`src/sv/assert_macros.svh`:
```
// Shared assertion macros for the calibration block.
`ifndef ASSERT_MACROS_SVH
`define ASSERT_MACROS_SVH

// Checks a property on every rising edge of clk while rst is low.
`define ASSERT_PROP(label, clk, rst, prop) \
  label: assert property (@(posedge clk) disable iff (rst) (prop)) \
    else $error("assertion failed");

// Checks that a condition never holds while rst is low.
`define ASSERT_NEVER(label, clk, rst, cond) \
  label: assert property (@(posedge clk) disable iff (rst) !(cond)) \
    else $error("forbidden condition seen");

`endif

```
`src/sv/tacsf_pkg.sv`:
```
package tacsf_pkg;

  localparam int CfgIndexW  = 4;
  localparam int CfgDataW   = 32;
  localparam int QueueDepth = 2;
  localparam int DivSteps   = 32;

  localparam logic [31:0] ResetCoefXx   = 32'sd402336;
  localparam logic [31:0] ResetCoefXy   = -32'sd7584;
  localparam logic [31:0] ResetOffsetX  = -32'sd1517124408;
  localparam logic [31:0] ResetCoefYx   = -32'sd5376;
  localparam logic [31:0] ResetCoefYy   = 32'sd536960;
  localparam logic [31:0] ResetOffsetY  = -32'sd2098038304;
  localparam logic [31:0] ResetDivisor  = -32'sd5859309;
  localparam logic [11:0] ResetTolerance = 12'd1;

  localparam logic [31:0] MaxPositive = 32'h7fff_ffff;

  typedef enum logic [CfgIndexW-1:0] {
    REG_COEF_XX   = 4'd0,
    REG_COEF_XY   = 4'd1,
    REG_OFFSET_X  = 4'd2,
    REG_COEF_YX   = 4'd3,
    REG_COEF_YY   = 4'd4,
    REG_OFFSET_Y  = 4'd5,
    REG_DIVISOR   = 4'd6,
    REG_TOLERANCE = 4'd7
  } cfg_reg_t;

  typedef struct packed {
    logic [31:0] coef_xx;
    logic [31:0] coef_xy;
    logic [31:0] offset_x;
    logic [31:0] coef_yx;
    logic [31:0] coef_yy;
    logic [31:0] offset_y;
    logic [31:0] divisor;
    logic [11:0] tolerance;
  } cfg_t;

  typedef struct packed {
    logic [11:0] raw_x;
    logic [11:0] raw_y;
  } sample_t;

  typedef struct packed {
    logic signed [31:0] screen_x;
    logic signed [31:0] screen_y;
    logic [1:0]         match_count;
    logic               stable;
    logic               divide_error;
  } result_t;

  // Affine numerators handed from the front end to the back end.
  typedef struct packed {
    logic [31:0] num_x;
    logic [31:0] num_y;
  } num_t;

  typedef enum logic [1:0] {
    BK_IDLE,
    BK_DIVIDE,
    BK_FILTER
  } back_state_t;

endpackage

```
`src/sv/tacsf_front.sv`:
```
module tacsf_front import tacsf_pkg::*; (
  input  logic    clk,
  input  logic    rst,
  input  cfg_t    cfg,
  input  logic    push,
  input  sample_t sample,
  output logic    full,
  output logic    q_wr,
  output num_t    q_data,
  input  logic    q_full
);

  logic        held;
  logic        accept;
  logic [31:0] p_xx;
  logic [31:0] p_xy;
  logic [31:0] p_yx;
  logic [31:0] p_yy;

  assign q_wr   = held && !q_full;
  assign full   = held && q_full;
  assign accept = push && !full;

  assign q_data.num_x = p_xx + p_xy + cfg.offset_x;
  assign q_data.num_y = p_yx + p_yy + cfg.offset_y;

  always_ff @(posedge clk) begin
    if (rst) begin
      held <= 1'b0;
    end else if (accept) begin
      held <= 1'b1;
    end else if (q_wr) begin
      held <= 1'b0;
    end
  end

  // Products wrap to 32 bits, so signed and unsigned multiplies agree.
  always_ff @(posedge clk) begin
    if (accept) begin
      p_xx <= cfg.coef_xx * 32'(sample.raw_x);
      p_xy <= cfg.coef_xy * 32'(sample.raw_y);
      p_yx <= cfg.coef_yx * 32'(sample.raw_x);
      p_yy <= cfg.coef_yy * 32'(sample.raw_y);
    end
  end

endmodule

```
`config.mk`:
```
export PLATFORM = sky130hd
export DESIGN_NAME = tacsf_front
export DESIGN_NICKNAME = d
export VERILOG_FILES = /design/src/sv/assert_macros.svh /design/src/sv/tacsf_pkg.sv /design/src/sv/tacsf_front.sv
export SDC_FILE = /design/constraint.sdc
export NUM_CORES = 2
export LEC_CHECK = 0
export ABC_CLOCK_PERIOD_IN_PS = 8100
export BUFFER_PORTS_ARGS = -buffer_cell sky130_fd_sc_hd__clkbuf_2
export CAP_MARGIN = 15
export CORE_ASPECT_RATIO = 1.5
export CORE_MARGIN = 5
export CORE_UTILIZATION = 55
export DETAILED_ROUTE_END_ITERATION = 10
export PLACE_DENSITY = 0.74
export SYNTH_ARGS = -nofsm -noshare
export SYNTH_HDL_FRONTEND = slang
export SYNTH_SLANG_ARGS = --single-unit
export TNS_END_PERCENT = 50
```
`constraint.sdc`:
```
create_clock -name clk -period 8.1 [get_ports clk]
set_clock_uncertainty 0.05 [all_clocks]
set_input_delay 0.405 -clock clk [delete_from_list [all_inputs] [get_ports clk]]
set_output_delay 0.405 -clock clk [all_outputs]
set_load 0.005 [all_outputs]
```
==> out/results.tsv <==
metric	value	unit
# setup viols final	0	
Layout fillers	7025	
headroom to the max-slew limit	0.253	
post-synth top area cell	fa_1	
clk_lat worst skew	0.46	ns
boundary pin count	330	
Synth cell types	64	
initial antenna violation count	6	
synthesized instance count	5032	
Yosys top cell area share	0.457	
# DRC	0	
PostCTS Resize Cnt	0	
CTS root buffer	clkbuf_16	
Main synth FF type	edfxtp_1	
CTS clk-pin slew, worst paths	0.06	ns
largest cells by area after synthesis	fa_1, inv_1, edfxtp_1	
drt pass-1 iters	6	
Synth Warn #	0	
1st-iter DRT viols	1934	
Via-to-Cell Ratio	5.46	
crit-path cells	clkbuf_2 > and2_1 > fa_1 > inv_1 > fa_1 > inv_1 > fa_1 > fa_1 > inv_1 > fa_1 > inv_1 > ha_1 > and3_1 > nand4_1 > or3_1 > a21oi_1 > nor2_1 > o31ai_1 > a311oi_1 > a21oi_1 > xnor2_1	
clk sinks	129	
share of layout cells above drive strength 1	0.0746	
Worst EP arrival	6.52	ns
number of flops mapped to enable cells by yosys	128	
Async SR Flop Fraction	0	
max-cap violations	0	
CTS tree	done	
TritonCTS Buffers	17	
sequential fraction of the synthesis area	0.0865	
row count	128	
Die X	243	um
CP peak stage delay	0.61	ns
actual slew at the worst max-slew pin	1.12	ns
commonest non-fill, non-tap cell in the layout	inv_1	
Slowest-stage cell, CP	clkbuf_2	
Initial Utilization	0.553	
CP endpoint kind	flop	
hpwl dp	95700	um
post-synthesis instance area	44700	um^2
most frequent cells in the layout	inv_1, fa_1, nand2_1	
Die Span Y	359	um
Max Buffers Root-to-Sink	2	
CTS Hold Bufs	0	
CP startpoint kind	primary input	
I/O Buffers	285	
Final Critical Period	6.37	ns
Routed WL	116000	um
final hold vios	0	
vias in the first global route	37100	
GR Util All Layers	0.271	
FF+latch count, synth	129	
via count	33800	
Worst EP required	8.25	ns
Crit path top cell by count	fa_1	
Synth-to-Final Area Change	6.16	%
buffers and inverters on the worst path	5	
placed cell count	6154	
GRT Residual Overflow	0	
fin nets	6673	
Post-DRT Antenna Nets	0	
CP Class	in2reg	
global-route wire length before repair	189000	um
hold slack	0.0484	ns
Finished Layout Cells	6189	
DR WL/cell	18.8	um
Fin Setup TNS	0	ns
H-tree lvl count	4	
area of the multi-input gates	35600	um^2
CP Max Fanout	42	
final slew viol count	0	
Crit path max-delay family	adder cells	
pin count of the biggest net entering global routing	68	
Tcrit/Tclk final	0.787	
HP Class	in2reg	
storage element area	3860	um^2
RSZ-0062 raised after global routing	false	
Core Area	80900	um^2
flop2flop setup slack	5.61	ns
Max Fclk	0.157	GHz
Die Area	87200	um^2
status	finished, final reports clean	
total setup buffers inserted after CTS	0	
GPL Wtd Cong	0.892	
post-synthesis average cell area	8.88	um^2
syn_nets	6572	
[Yosys cell counts, types with 4 or more instances]
cell      number
a211oi_1      21
a21o_1        58
a21oi_1      129
a311oi_1       4
a31o_2         7
a31oi_1       18
and2_1       343
and3_1        16
clkbuf_1     242
edfxtp_1     128
fa_1        1020
ha_1         256
inv_1       1159
nand2_1      989
nand2b_1      17
nand3_1       18
nand4_1       14
nor2_1        90
nor2b_1       23
nor3_1        30
nor3b_1        5
nor4_1         4
o211ai_1      13
o21a_1        25
o21ai_0       61
o21bai_1      26
o311ai_0       4
o31a_1         4
o31ai_1        4
or2_2          7
or3_1          7
xnor2_1      190
xor2_1        47
[per-layer routing]
| metal | global-route usage | vias up | share of wire | wire length, um |
|---|---|---|---|---|
| met5 | 0 | - | 0.000060 | 7 |
| met4 | 0.117 | 2 | 0.047 | 5490 |
| met3 | 0.0360 | 346 | 0.053 | 6130 |
| met2 | 0.501 | 1190 | 0.53 | 61800 |
| met1 | 0.315 | 17200 | 0.37 | 42700 |
| li1 | - | 15000 | - | - |
[cell families (layout without fill, tap and decap cells)]
family | Yosys count | after routing | share of synthesized area
compound gates | 413 | 413 | 0.0610
xor+xnor | 237 | 237 | 0.0464
fa+ha+maj | 1276 | 1276 | 0.529
buf+inv | 1403 | 1516 | 0.118
flops | 129 | 129 | 0.0865
mux | 3 | 3 | 0.000672
other cells | 0 | 4 | 0
simple gates | 1571 | 1571 | 0.159
[final timing paths]
kind         startpoint        to  cells past startpoint
max          sample[18]  p_xx[31]                     21
max reg2reg        held  p_yx[31]                      4
min                 rst      held                      2
min reg2reg        held      held                      3
[per-stage QoR]
| stage | area [um^2] | utilization | worst slack (ns) |
|---|---|---|---|
| 2_1_floorplan | 44700 | - | 1.16 |
| 3_3_place_gp | 46800 | 0.579 | 1.39 |
| 3_5_place_dp | 46800 | 0.579 | 1.28 |
| 4_1_cts | 47400 | 0.586 | 1.77 |
| 5_1_grt | 47400 | 0.587 | 1.41 |
| 6_report | 47400 | 0.587 | 1.73 |
[sequential cells by signal, summed over array words and instances (netlist names)]
signal  cells
held        1
p_xx       32
p_xy       32
p_yx       32
p_yy       32
[final cells by class]
type / instances / share of cell area
clock inverters: 13 / 0.00343
well taps: 1040 / 0.0274
multi-input cells: 3500 / 0.750
inverters: 1159 / 0.0917
clock buffers: 18 / 0.00905
repair buffers: 326 / 0.0371
diodes: 4 / 0.000211
flip-flops and latches: 129 / 0.0814
Power is left out: the tool's default activity adds up to more than one toggle a clock period on the data nets, which glitch-free logic cannot reach.
