`src/sv/assert_macros.svh`:
```
// Shared assertion macros for the calibration block.
`ifndef ASSERT_MACROS_SVH
`define ASSERT_MACROS_SVH

// Checks a property on every rising edge of clk while rst is low.
`define ASSERT_PROP(label, clk, rst, prop) \
  label: assert property (@(posedge clk) disable iff (rst) (prop)) \
    else $error("assertion failed");

// Checks that a condition never holds while rst is low.
`define ASSERT_NEVER(label, clk, rst, cond) \
  label: assert property (@(posedge clk) disable iff (rst) !(cond)) \
    else $error("forbidden condition seen");

`endif

```
`src/sv/tacsf_pkg.sv`:
```
package tacsf_pkg;

  localparam int CfgIndexW  = 4;
  localparam int CfgDataW   = 32;
  localparam int QueueDepth = 2;
  localparam int DivSteps   = 32;

  localparam logic [31:0] ResetCoefXx   = 32'sd402336;
  localparam logic [31:0] ResetCoefXy   = -32'sd7584;
  localparam logic [31:0] ResetOffsetX  = -32'sd1517124408;
  localparam logic [31:0] ResetCoefYx   = -32'sd5376;
  localparam logic [31:0] ResetCoefYy   = 32'sd536960;
  localparam logic [31:0] ResetOffsetY  = -32'sd2098038304;
  localparam logic [31:0] ResetDivisor  = -32'sd5859309;
  localparam logic [11:0] ResetTolerance = 12'd1;

  localparam logic [31:0] MaxPositive = 32'h7fff_ffff;

  typedef enum logic [CfgIndexW-1:0] {
    REG_COEF_XX   = 4'd0,
    REG_COEF_XY   = 4'd1,
    REG_OFFSET_X  = 4'd2,
    REG_COEF_YX   = 4'd3,
    REG_COEF_YY   = 4'd4,
    REG_OFFSET_Y  = 4'd5,
    REG_DIVISOR   = 4'd6,
    REG_TOLERANCE = 4'd7
  } cfg_reg_t;

  typedef struct packed {
    logic [31:0] coef_xx;
    logic [31:0] coef_xy;
    logic [31:0] offset_x;
    logic [31:0] coef_yx;
    logic [31:0] coef_yy;
    logic [31:0] offset_y;
    logic [31:0] divisor;
    logic [11:0] tolerance;
  } cfg_t;

  typedef struct packed {
    logic [11:0] raw_x;
    logic [11:0] raw_y;
  } sample_t;

  typedef struct packed {
    logic signed [31:0] screen_x;
    logic signed [31:0] screen_y;
    logic [1:0]         match_count;
    logic               stable;
    logic               divide_error;
  } result_t;

  // Affine numerators handed from the front end to the back end.
  typedef struct packed {
    logic [31:0] num_x;
    logic [31:0] num_y;
  } num_t;

  typedef enum logic [1:0] {
    BK_IDLE,
    BK_DIVIDE,
    BK_FILTER
  } back_state_t;

endpackage

```
`src/sv/tacsf_queue.sv`:
```
`include "assert_macros.svh"

module tacsf_queue import tacsf_pkg::*; (
  input  logic clk,
  input  logic rst,
  input  logic wr,
  input  num_t wdata,
  output logic full,
  input  logic rd,
  output num_t rdata,
  output logic empty
);

  localparam int PtrW = (QueueDepth > 1) ? $clog2(QueueDepth) : 1;
  localparam int CntW = $clog2(QueueDepth + 1);
  localparam logic [PtrW-1:0] PtrLast = PtrW'(QueueDepth - 1);

  num_t            mem [QueueDepth];
  logic [PtrW-1:0] wptr;
  logic [PtrW-1:0] rptr;
  logic [CntW-1:0] cnt;
  logic            do_wr;
  logic            do_rd;

  assign full  = (cnt == CntW'(QueueDepth));
  assign empty = (cnt == '0);
  assign do_wr = wr && !full;
  assign do_rd = rd && !empty;
  assign rdata = mem[rptr];

  always_ff @(posedge clk) begin
    if (rst) begin
      wptr <= '0;
      rptr <= '0;
      cnt  <= '0;
    end else begin
      if (do_wr) begin
        wptr <= (wptr == PtrLast) ? '0 : wptr + 1'b1;
      end
      if (do_rd) begin
        rptr <= (rptr == PtrLast) ? '0 : rptr + 1'b1;
      end
      if (do_wr && !do_rd) begin
        cnt <= cnt + 1'b1;
      end else if (do_rd && !do_wr) begin
        cnt <= cnt - 1'b1;
      end
    end
  end

  always_ff @(posedge clk) begin
    if (do_wr) begin
      mem[wptr] <= wdata;
    end
  end

  // The front end must hold its entry while the queue is full.
  `ASSERT_NEVER(a_no_overflow, clk, rst, wr && full)

endmodule

```
`config.mk`:
```
export PLATFORM = sky130hd
export DESIGN_NAME = tacsf_queue
export DESIGN_NICKNAME = d
export VERILOG_FILES = /design/src/sv/tacsf_pkg.sv /design/src/sv/tacsf_queue.sv
export VERILOG_INCLUDE_DIRS = /design/src /design/src/sv
export SDC_FILE = /design/constraint.sdc
export NUM_CORES = 1
export LEC_CHECK = 0
export BUFFER_PORTS_ARGS = -buffer_cell sky130_fd_sc_hd__buf_2
export CAP_MARGIN = 20
export CORE_AREA = 2 2 100 102
export CTS_CLUSTER_DIAMETER = 120
export CTS_CLUSTER_SIZE = 24
export DETAILED_ROUTE_END_ITERATION = 8
export DIE_AREA = 0 0 102 104
export HOLD_SLACK_MARGIN = 0.12
export PLACE_DENSITY = 0.78
export SLEW_MARGIN = 0
export SYNTH_ARGS = -nofsm -noshare
export SYNTH_HDL_FRONTEND = slang
export SYNTH_SLANG_ARGS = --single-unit
```
`constraint.sdc`:
```
create_clock -name clk -period 3.6 [get_ports clk]
set_input_delay 0.54 -clock clk [delete_from_list [all_inputs] [get_ports clk]]
set_output_delay 0.54 -clock clk [all_outputs]
set_load 0.01 [all_outputs]
```
==> parameters.txt <==
Parameter                              Value

Pwr
  Total design power ... 4.71 mW
  Power Density ... 752 nW/um^2
  Sequential fraction of design power ... 0.435
  Sw frac ... 0.251
  Switching power summed over all nets ... 1.18 mW
  Peak supply drop ... 0.390 mV
  Leak ... 2.36 nW
  Internal power summed over all cells ... 3.53 mW
  Proportion of power drawn by combinational gates ... 0.211
  Clock power share ... 0.354

Hold path
  Hold crit path type ... in2reg
  Worst hold start ... wdata[60]
  Cells on Worst Hold Path ... 1
  End of the worst hold path ... mem[0][60]

Clock network
  Clock slew at reported path FFs ... 0.06 ns
  Number of levels in the clock H-tree ... 4
  TritonCTS clock tree ... built
  Number of setup buffers added after CTS ... 0
  Clock Root Buffer ... sky130_fd_sc_hd__clkbuf_8
  Number of CTS-inserted buffers ... 17
  Latest clock arrival within the worst-skew pair ... 0.51 ns
  CTS resizes ... 0
  Largest buffer count on any clock path ... 2
  CTS sink cnt ... 133
  Number of hold-repair buffers added at the cts stage ... 0

Global route
  Number of antenna violations at the first check in global routing ... 0
  Largest net degree at the start of global routing ... 37
  Global routing usage summed across all routing layers ... 0.166
  Number of global-route vias before repair ... 2730
  Grt ovf ... 0
  First-pass GRT wire length ... 13000 microns

STA
  Achievable frequency ... 366 MHz
  Slew HR ... 0.472
  Number of max-slew violations in the final report ... 0
  Count of endpoints failing hold in the final timing report ... 0
  Minimum period implied by the final worst setup slack ... 2.73 ns
  Post-route fraction of the period consumed by the critical path ... 0.759
  Number of setup violations in the final report ... 0
  Summed negative setup slack over all endpoints ... 0 ns
  Worst Max-Slew Pin Slew ... 0.792 ns
  RSZ-0062 raised after global routing ... no
  Largest clock skew in the final design ... 0.00690 ns
  Worst hold slack after final layout ... 0.215 ns

Synth
  Total of warnings raised by yosys ... 0
  Post-synthesis cell count ... 224
  Distinct cell type count of the synthesized netlist ... 14
  Leading cell types by total area after synthesis ... sky130_fd_sc_hd__edfxtp_1 80%, sky130_fd_sc_hd__mux2_2 15%, sky130_fd_sc_hd__dfxtp_1 2.1%
  Top cell type's share of synthesized area ... 0.795
  Cell taking the most area after synthesis ... sky130_fd_sc_hd__edfxtp_1
  Sequential share of the synthesized area ... 0.816
  Total standard cell area after synthesis ... 4830 sq um
  Flops & latches, synth ... 133
  Net count after synthesis ... 293
  Synthesized area per cell ... 21.6 sq um

Final layout
  Non-filler cells in the finished layout ... 518
  Finished Cell Area ... 6260 sq um
  Post-layout net count ... 441
  Antenna diode count ... 0
  Area growth from synthesis to layout ... 29.6%
  Layout fillers ... 700
  Fraction of layout cells with a size suffix above 1 ... 0.603

Floorplanning
  Die span in y ... 104 microns
  Placeable core region ... 9550 sq um
  Cell row count ... 36
  Initial standard-cell utilization of the core ... 0.506
  Width of the die ... 102 microns
  Die footprint ... 10600 sq um
  Ports placed on the boundary ... 134

Drt
  DR vias ... 2512
  Vias per Instance ... 4.85
  Total length of routed wires ... 8310 microns
  Number of nets with antenna violations after routing ... 0
  Routed wire per std cell ... 16.0 microns
  Router iterations before antenna repair ... 4
  Violation count after the first detailed-route iteration ... 91
  Number of remaining DRC errors ... 0

Setup path
  Worst Path Required ... 3.06 ns
  Type of element launching the critical path ... flop
  Crit Path Class ... reg2out
  Worst Setup End Kind ... output pin
  Worst R2R Path Depth ... 4
  Reg2reg setup slack ... 1.53 ns
  Worst R2R End ... mem[0][3]
  Origin of the critical flop-to-flop path ... cnt[0]
  Crit-path max FO ... 34
  Worst Path Arrival ... 2.19 ns

Place
  Count of input and output buffers ... 133
  Placed inst area ... 5680 sq um
  Last weighted congestion value of the routability-driven placer ... 0.710
  Number of cells in the design after placement ... 486
  Total half-perimeter wirelength after legalization and detailed placement ... 5410 microns

Flow run
  Number of max-cap violations ... 0

Status
  Run status ... finished clean
## worst max path at each step
stage               slack, ns  cells past startpoint  start         to
finish                   0.87                      3   flop  rdata[55]
global route             0.76                      3   flop  rdata[18]
CTS                      0.81                      3   flop  rdata[55]
detailed placement       1.33                      5     wr  mem[0][3]
global placement         1.34                      5     wr  mem[0][3]
floorplan                0.94                      3     wr  mem[1][0]
## critical path, cell delays in order (launching register included)
cell,delay (ns)
sky130_fd_sc_hd__dfxtp_2,0.84
sky130_fd_sc_hd__buf_12,0.30
sky130_fd_sc_hd__mux2_2,0.37
sky130_fd_sc_hd__buf_2,0.14
## cells in the mapped netlist
cell and n:
sky130_fd_sc_hd__edfxtp_1 128, sky130_fd_sc_hd__mux2_2 64, sky130_fd_sc_hd__buf_4 6, sky130_fd_sc_hd__dfxtp_1 5, sky130_fd_sc_hd__nor2_1 5, sky130_fd_sc_hd__o21ai_0 3, sky130_fd_sc_hd__xor2_1 3, sky130_fd_sc_hd__a21oi_1 2
sky130_fd_sc_hd__inv_1 2, sky130_fd_sc_hd__or3_1 2, sky130_fd_sc_hd__and2_1 1, sky130_fd_sc_hd__buf_2 1, sky130_fd_sc_hd__ha_1 1, sky130_fd_sc_hd__nor2b_2 1
## registers in the layout, indices dropped and copies added, names as in the netlist, named ones only
register,cells
mem,128
cnt,2
wptr,1
rptr,1
## kinds of logic after synthesis
logic type | after synthesis | synth area share
buffers and inverters | 9 | 0.0119
AND/OR/NAND/NOR | 9 | 0.00958
adder cells (fa/ha/maj) | 1 | 0.00259
AO/OA/AOI/OAI | 5 | 0.00518
XOR/XNOR | 3 | 0.00544
flip-flops | 133 | 0.816
multiplexers | 64 | 0.149
## placed cells by master, fill, tap and decap left out
cell and count:
sky130_fd_sc_hd__buf_2 133, sky130_fd_sc_hd__edfxtp_1 128, sky130_fd_sc_hd__mux2_2 64, sky130_fd_sc_hd__clkbuf_16 16, sky130_fd_sc_hd__nor2_1 5, sky130_fd_sc_hd__clkbuf_1 4, sky130_fd_sc_hd__dfxtp_1 4, sky130_fd_sc_hd__o21ai_0 3
sky130_fd_sc_hd__xor2_1 3, sky130_fd_sc_hd__clkbuf_8 3, sky130_fd_sc_hd__clkinvlp_4 3, sky130_fd_sc_hd__clkinv_2 3, sky130_fd_sc_hd__bufinv_16 3, sky130_fd_sc_hd__buf_12 3, sky130_fd_sc_hd__or3_1 2, sky130_fd_sc_hd__a21oi_1 2
sky130_fd_sc_hd__inv_1 1, sky130_fd_sc_hd__nor2b_2 1, sky130_fd_sc_hd__and2_2 1, sky130_fd_sc_hd__inv_2 1, sky130_fd_sc_hd__ha_1 1, sky130_fd_sc_hd__dfxtp_2 1
## per-layer routing
layer	GRT usage	up-vias	share of wire
met5	0	-	0
met4	0.0829	0	0.012
met3	0.0638	11	0.073
met2	0.270	97	0.51
met1	0.190	1218	0.40
li1	-	1186	-
## cell type report
cell class	count	area [sq um]	share of cell area
inverter	2	7.51	0.00120
multi-input combinational	82	832	0.133
clock inverter	9	128	0.0204
timing repair buffer	136	726	0.116
tap	133	166	0.0266
clock buffer	23	457	0.0729
sequential	133	3950	0.630
## power groups by stage
| stage | combinational [mW] | clock, mW | sequential, mW |
|---|---|---|---|
| floorplan | 0.678 | 0 | 2.02 |
| global placement | 0.996 | 0 | 2.07 |
| detailed placement | 1.01 | 0 | 2.09 |
| CTS | 1.01 | 1.70 | 2.06 |
| global route | 1.08 | 1.76 | 2.08 |
| finish | 0.993 | 1.67 | 2.05 |
## through the flow
step / utilization / worst slack [ns]
finish: 0.656 / 0.868
global route: 0.656 / 0.762
CTS: 0.656 / 0.814
detailed placement: 0.594 / 1.33
global placement: 0.594 / 1.34
floorplan: - / 0.935
No activity file was read; power rests on OpenSTA's default activity.
